**src/design/dcd_pkg.sv**
```systemverilog
// Shared definitions for the directed cycle detector.
// Holds the request codes, the controller state type and the command and status structs.
// No dependencies.
package dcd_pkg;

	localparam int VERTEX_W = 6;
	localparam int CFG_W    = 7;

	localparam logic CMD_ADD_EDGE = 1'b0;
	localparam logic CMD_EVALUATE = 1'b1;

	typedef enum logic [2:0] {
		ST_IDLE,
		ST_OUTER,
		ST_LOAD,
		ST_SCAN,
		ST_POP,
		ST_DONE
	} dcd_state_t;

	typedef struct packed {
		logic add_edge;
		logic eval_init;
		logic next_v;
		logic start_search;
		logic step_j;
		logic push;
		logic finish;
		logic restore;
		logic mark_cycle;
		logic clear;
		logic emit;
	} dcd_cmd_t;

	typedef struct packed {
		logic outer_done;
		logic v_visited;
		logic scan_end;
		logic edge_bit;
		logic tgt_visited;
		logic tgt_finished;
		logic stack_empty;
	} dcd_sts_t;

endpackage

```
**src/design/dcd_ctrl.sv**
```systemverilog
// Controller state machine of the directed cycle detector.
// Sequences the search by issuing commands to the datapath; depends on dcd_pkg.
module dcd_ctrl import dcd_pkg::*; (
	input  logic       clk,
	input  logic       arst_n,
	input  logic       item_accept,
	input  logic       command,
	input  dcd_sts_t   sts,
	input  logic       res_free,
	output dcd_cmd_t   cmd,
	output dcd_state_t state
);

	dcd_state_t state_q;
	dcd_state_t state_d;

	always_ff @(posedge clk or negedge arst_n) begin
		if (!arst_n) begin
			state_q <= ST_IDLE;
		end else begin
			state_q <= state_d;
		end
	end

	assign state = state_q;

	always_comb begin
		state_d = state_q;
		unique case (state_q)
			ST_IDLE: begin
				if (item_accept && command == CMD_EVALUATE) begin
					state_d = ST_OUTER;
				end
			end
			ST_OUTER: begin
				if (sts.outer_done) begin
					state_d = ST_DONE;
				end else if (!sts.v_visited) begin
					state_d = ST_LOAD;
				end
			end
			ST_LOAD: begin
				state_d = ST_SCAN;
			end
			ST_SCAN: begin
				if (sts.scan_end) begin
					state_d = sts.stack_empty ? ST_OUTER : ST_POP;
				end else if (sts.edge_bit && !sts.tgt_visited) begin
					state_d = ST_LOAD;
				end else if (sts.edge_bit && !sts.tgt_finished) begin
					state_d = ST_DONE;
				end
			end
			ST_POP: begin
				state_d = ST_LOAD;
			end
			ST_DONE: begin
				if (res_free) begin
					state_d = ST_IDLE;
				end
			end
			default: begin
				state_d = ST_IDLE;
			end
		endcase
	end

	always_comb begin
		cmd = '0;
		unique case (state_q)
			ST_IDLE: begin
				if (item_accept) begin
					if (command == CMD_EVALUATE) begin
						cmd.eval_init = 1'b1;
					end else begin
						cmd.add_edge = 1'b1;
					end
				end
			end
			ST_OUTER: begin
				if (!sts.outer_done) begin
					cmd.next_v       = 1'b1;
					cmd.start_search = !sts.v_visited;
				end
			end
			ST_LOAD: begin
				cmd = '0;
			end
			ST_SCAN: begin
				if (sts.scan_end) begin
					cmd.finish = 1'b1;
				end else if (!sts.edge_bit) begin
					cmd.step_j = 1'b1;
				end else if (!sts.tgt_visited) begin
					cmd.push = 1'b1;
				end else if (!sts.tgt_finished) begin
					cmd.mark_cycle = 1'b1;
				end else begin
					cmd.step_j = 1'b1;
				end
			end
			ST_POP: begin
				cmd.restore = 1'b1;
			end
			ST_DONE: begin
				if (res_free) begin
					cmd.emit  = 1'b1;
					cmd.clear = 1'b1;
				end
			end
			default: begin
				cmd = '0;
			end
		endcase
	end

endmodule

```
**config.mk**
```make
export PLATFORM = sky130hd
export DESIGN_NAME = dcd_ctrl
export DESIGN_NICKNAME = d
export VERILOG_FILES = /design/src/design/dcd_pkg.sv /design/src/design/dcd_ctrl.sv
export SDC_FILE = /design/constraint.sdc
export NUM_CORES = 1
export LEC_CHECK = 0
export BUFFER_PORTS_ARGS = -buffer_cell sky130_fd_sc_hd__buf_2
export CAP_MARGIN = 20
export CELL_PAD_IN_SITES_DETAIL_PLACEMENT = 1
export CELL_PAD_IN_SITES_GLOBAL_PLACEMENT = 1
export CORE_MARGIN = 2
export CORE_UTILIZATION = 27
export CTS_CLUSTER_SIZE = 14
export DETAILED_ROUTE_END_ITERATION = 8
export PLACE_DENSITY = 0.78
export SYNTH_ARGS = -nofsm -noshare
export SYNTH_HDL_FRONTEND = slang
export SYNTH_SLANG_ARGS = --single-unit
```
**constraint.sdc**
```tcl
create_clock -name clk -period 2.15 [get_ports clk]
set_clock_uncertainty 0.1 [all_clocks]
set_input_delay 0 -clock clk [delete_from_list [all_inputs] [get_ports clk]]
set_output_delay 0 -clock clk [all_outputs]
set_load 0.01 [all_outputs]
```
# After elaboration in Yosys (flattened, before gate mapping)
# Index checks and enable logic that the tools add are counted.
op_classes:
  n_lt_le_gt_ge: 0
  n_addsub: 0
  reduce_logical: 8
  bitwise_logic: 0
  n_mul: 0
  shift: 0
  n_div: 0
  n_mux: 31
  n_eq_ne: 9
op_table:
  columns: ["cell", "n"]
  rows:
  - ["two-way mux 3 bit", 9]
  - ["one-hot mux 3 bit (6 select lines)", 1]
  - ["two-way mux 1 bit", 14]
  - ["two-way mux 2 bit", 7]
  - ["== test 3 x 2 -> 1 bit (second input constant)", 2]
  - ["== test 3 bit (second input constant)", 2]
  - ["inequality test 2 bit (second input constant)", 2]
  - ["inequality test 4 bit (second input constant)", 1]
  - ["AND reduction 4 bit", 1]
  - ["== test 3 x 1 -> 1 bit (second input constant)", 1]
  - ["logical AND 1 bit", 3]
  - ["logical NOT 1 bit", 3]
  - ["logical NOT 3 bit", 1]
  - ["inequality test 3 bit (second input constant)", 1]
word_totals:
  regBits: 3
  latchBits: 0
  romBits: 0
  out_inout_bits: 14
  elab_cells: 49
  inputBits: 12
  ram_bits: 0
  memories: 0

# Logic depth before layout (Yosys ltp)
logic_depth:
  ltp_word: 6
  mapped_depth: 5
  depth_no_buf: 4

# Worst setup path before layout
# Ideal clock, no wire load.
synth_timing:
  path_type: "register -> register"
  from: "register state_q[0] (netlist: state[0])"
  to: "register state_q[0] (netlist: state[0])"
  synth_period_minus_slack_ns: 1.577
  path_stages_with_launch: 6
  n_path_buf: 1
  setup_ns: 0.126
  arrival_ns: 1.351
  path_slack_ns: 0.573
  cell_sequence: "dfrtp_1 buf_4 nand3b_4 nor4_2 a211o_1 o32a_1"
synth_between:
  elab_chain_len: 3
  word_cells_on_any_way: 12
  cone_classes: "eq/ne: 9; mux: 1; reduce/logical: 2"
synth_rtl:
  columns: ["item", "line_no", "text"]
  rows:
  - ["start: declaration", "dcd_ctrl.sv:14", "dcd_state_t state_q;"]
  - ["start signal: assignment", "dcd_ctrl.sv:21", "state_q <= state_d;"]
  - ["== test 3 x 2 -> 1 bit, or another cell as far along", "dcd_ctrl.sv:29", "unique case (state_q)"]
  - ["inequality test 4 bit (no line), or another cell as far along", null, null]
  - ["AND reduction 4 bit (no line)", null, null]
# Several ways; a longest one is shown, not always the timed one.
# A chain may end at the register's enable or synchronous reset.

# Final worst setup path
layout_timing:
  from: "register state_q[1] (netlist: state[1])"
  to: "register state_q[0] (netlist: state[0])"
# The elaborated chain is that of the path after synthesis.

==> metrics list <==
* Crit path required time: roughly 2200 ps
- Number of max-slew violations in the final report: 0
- Number of H-tree branching levels: 1
- The critical path in this run is classified as reg2reg.
- Final critical-path share of the clock period: 0.7809
- For this run, the leading register cell type out of synthesis is sky130_fd_sc_hd__dfrtp_1.
* Floorplan core area: 0.001301 mm^2
- The portion of synthesized area spent on multiplexers is 0.02649.
* Share of synthesized cell area in full adder, half adder and majority cells: 0
- In the routed design, unresolved DRC markers number 0.
* Worst Slack Setup Final: 471.1 ps
* Switching pwr: 0.2747 mW
* Fraction of power spent switching nets: 0.4580
- In this run, synthesis inferred 0 flip-flops with an integrated enable.
- The register with the most flip-flops in the layout has 3 of them.
* Overflow left after global routing: 0
* Final cell count without fillers: between 80 and 90
* Worst endpoint data arrival time: 1700 ps
- Maximum net fanout on the critical path: 10
* Overall routing resource usage: 0.1634
- I/O pins: 26
- DR vias: 460
- Instance count of the mapped netlist: 47
* Post-CTS Setup Inserts: 0
* Internal power consumption: 0.3250 mW
- In the final timing run, aggregate negative setup slack is 0 ps.
* Chip width: just over 40 um
- Cells resized by post-CTS repair: 0
- The worst setup path is captured at a flop.
* Global-route wire length before repair: roughly 2100 um
* Warnings, synthesis: 0
- Derived from the worst setup path, the maximum achievable clock frequency is a little under 0.6 GHz.
* Static power due to leakage: between 0.2 and 0.3 nW
* Number of I/O port buffers: 25
* Ratio of total power to cell area: around 1100 mW/mm^2
* Peak supply drop: 0.0004291 V
- Startpoint kind of the worst setup timing path: flop
- Final hold analysis gives a worst-case slack of roughly 32 ps.
* Starting DRC count in detailed routing: 3
- The final layout contains routed wiring with a total length of approximately 1100 um.
- The cell sitting at the root of the clock tree is a sky130_fd_sc_hd__clkbuf_4.
* Number of antenna violations at the first check in global routing: 0
- Fin. Hold Viols: 0
* Starting utilization of the core area: 0.2904
- Relative contribution of sequential cells to total power: 0.262
- For this run, the register share of the synthesized area comes to 0.1987.
- Row generation in the floorplan step produced 13 rows.
- Worst setup slack before clock tree synthesis: between 400 and 500 ps
- Across the run, the number of max-cap violations was 0.
- Number of optimization iterations in the first detailed-route pass: 2
- The synthesized design contains 3 register bits.
- Entering global routing, the biggest net connects 11 pins.
* Yosys cell types: 31
- Post-Synthesis Net Count: 59
- Counting flops with an async set or reset pin after synthesis yields a share of 1.000.
* Final count of negative-setup-slack endpoints: 0
- The net count of the finished layout is 87.
- Combinational share of power: 0.567
* Power after layout: 0.5997 mW
- Cell count after placement: 83
- Post-DP HPWL: roughly 900 um
- Area share of xor/xnor cells in the synthesized design: 0
* Count of clock tree sinks: 3
- Clock tree from TritonCTS: yes
* Proportion of power drawn by the clock network: 0.171
* Clock buffer count from CTS: 3
- The clock period could shrink to 1679 ps.
- Classification of the worst-slack hold path: in2reg
- Insertion delay to the later sink of the worst-skew pair: 240 ps
- The post-synthesis compound-gate area fraction came to 0.2086.
* Via count of the first global-routing pass: ~490
* Unrepaired setup endpoints after global routing: false
- Average cell area after synthesis: ~8 um^2
- Share of final-layout standard cells stronger than drive strength 1: 0.4459
* Placer Congestion: 0.7854
- The detail route stage leaves a number of antenna-violating nets equal to 0.
- Die Ht: 41.41 um
- For the pin with the worst max-slew slack, the measured transition is between 400 and 500 ps.
- Dividing the detail-routed via count by the number of cells gives around 5.2.
- Reg clk slew, reported paths: about 40 ps
* Status: completed
- Compared with the post-synthesis result, the final layout area differs by 42.72%.
- Of the total synthesized cell area, the portion taken by AND, OR, NAND and NOR gates is 0.4603.
* Worst slew margin relative to its limit: 0.7054
* Die footprint: around 0.0017 mm^2
* Number of buffers on the longest clock path: 2
- The cell area that synthesis handed to floorplanning was between 300 and 400 um^2.
- Dominant combinational cell family by area after synthesis: simple AND/OR/NAND/NOR gates
* Post-DR wirelength/cell: 12.90 um
- ANT cells: 0
critical path, cell delays in order (launching register included):
cell,delay (ps)
sky130_fd_sc_hd__dfrtp_1,540
sky130_fd_sc_hd__nand2b_4,230
sky130_fd_sc_hd__nor3_2,50
sky130_fd_sc_hd__a211o_1,320
sky130_fd_sc_hd__o32a_1,330
cells by family after synthesis:
| group | after synthesis |
|---|---|
| and+or+nand+nor | 25 |
| AOI/OAI and AO/OA | 12 |
| buffers and inverters | 6 |
| DFF | 3 |
| muxes | 1 |
cell usage after synthesis (all sizes together) (2+ instances only):
library cell  instances  area (um^2)
nor2                  5        18.77
dfrtp                 3        75.07
a211o                 2        17.52
nor2b                 2        12.51
nor3b                 2        15.01
nor3                  3        20.02
o21ai                 4        20.02
buf                   4        31.27
nand3b                2        27.53
nor4                  2        18.77
nand2b                3        26.27
a21oi                 2        10.01
stage by stage:
step | cell area [um^2] | util
2_1_floorplan | 377.9 | -
3_3_place_gp | 493.0 | 0.3788
3_5_place_dp | 493.0 | 0.3788
4_1_cts | 539.3 | 0.4144
5_1_grt | 539.3 | 0.4144
6_report | 539.3 | 0.4144
routing by layer:
layer | share of wire | vias up | GRT usage | wire (um)
li1 | - | 226 | - | -
met1 | 0.38 | 213 | 0.1583 | 439
met4 | 0.020 | 0 | 0.1161 | 23
met3 | 0.060 | 3 | 0.04783 | 69
met2 | 0.54 | 18 | 0.2906 | 615
met5 | 0 | - | 0 | 0
cell usage in the layout (no fill, tap or decap), types with 2 or more instances in the layout:
master and count:
sky130_fd_sc_hd__o21ai_0 4, sky130_fd_sc_hd__nor2_1 5, sky130_fd_sc_hd__clkbuf_4 3, sky130_fd_sc_hd__nand2b_1 2
sky130_fd_sc_hd__a211o_1 2, sky130_fd_sc_hd__nor2b_1 2, sky130_fd_sc_hd__dfrtp_1 3, sky130_fd_sc_hd__nor3_1 2
sky130_fd_sc_hd__dlygate4sd3_1 2, sky130_fd_sc_hd__buf_2 25, sky130_fd_sc_hd__a21oi_1 2, sky130_fd_sc_hd__nor3b_1 2
path summary, 6_finish.rpt:
path	startpoint	to	slack, ps	cells past startpoint
min reg2reg	state[1]	state[1]	670	2
min in group asynchronous	arst_n	state[0]	530	3
max reg2reg	state[1]	state[0]	470	4
min	res_free	state[2]	30	4
max	state[1]	state[0]	470	4
max in group asynchronous	arst_n	state[2]	1280	3
area by class of cell:
type / instances / area, um^2
Clock buffer: 4 / 26.28
Fill cell: 186 / 762.0
Inverter: 1 / 3.754
Multi-Input combinational cell: 38 / 262.8
Sequential cell: 3 / 75.07
Tap cell: 15 / 18.77
Timing Repair Buffer: 28 / 152.6
power groups by stage:
stage / clock network [mW] / registers (mW) / logic (mW)
2_1_floorplan: 0 / 0.114 / 0.295
3_3_place_gp: 0 / 0.155 / 0.333
3_5_place_dp: 0 / 0.159 / 0.340
4_1_cts: 0.104 / 0.159 / 0.345
5_1_grt: 0.113 / 0.168 / 0.378
6_report: 0.102 / 0.157 / 0.340
timing repair:
action	in CTS	in global routing
setup endpoints to repair	0	0
hold buffers	2	0
endpoints found under the hold margin	3	0
Note: power is estimated with default switching activity, not from simulation.
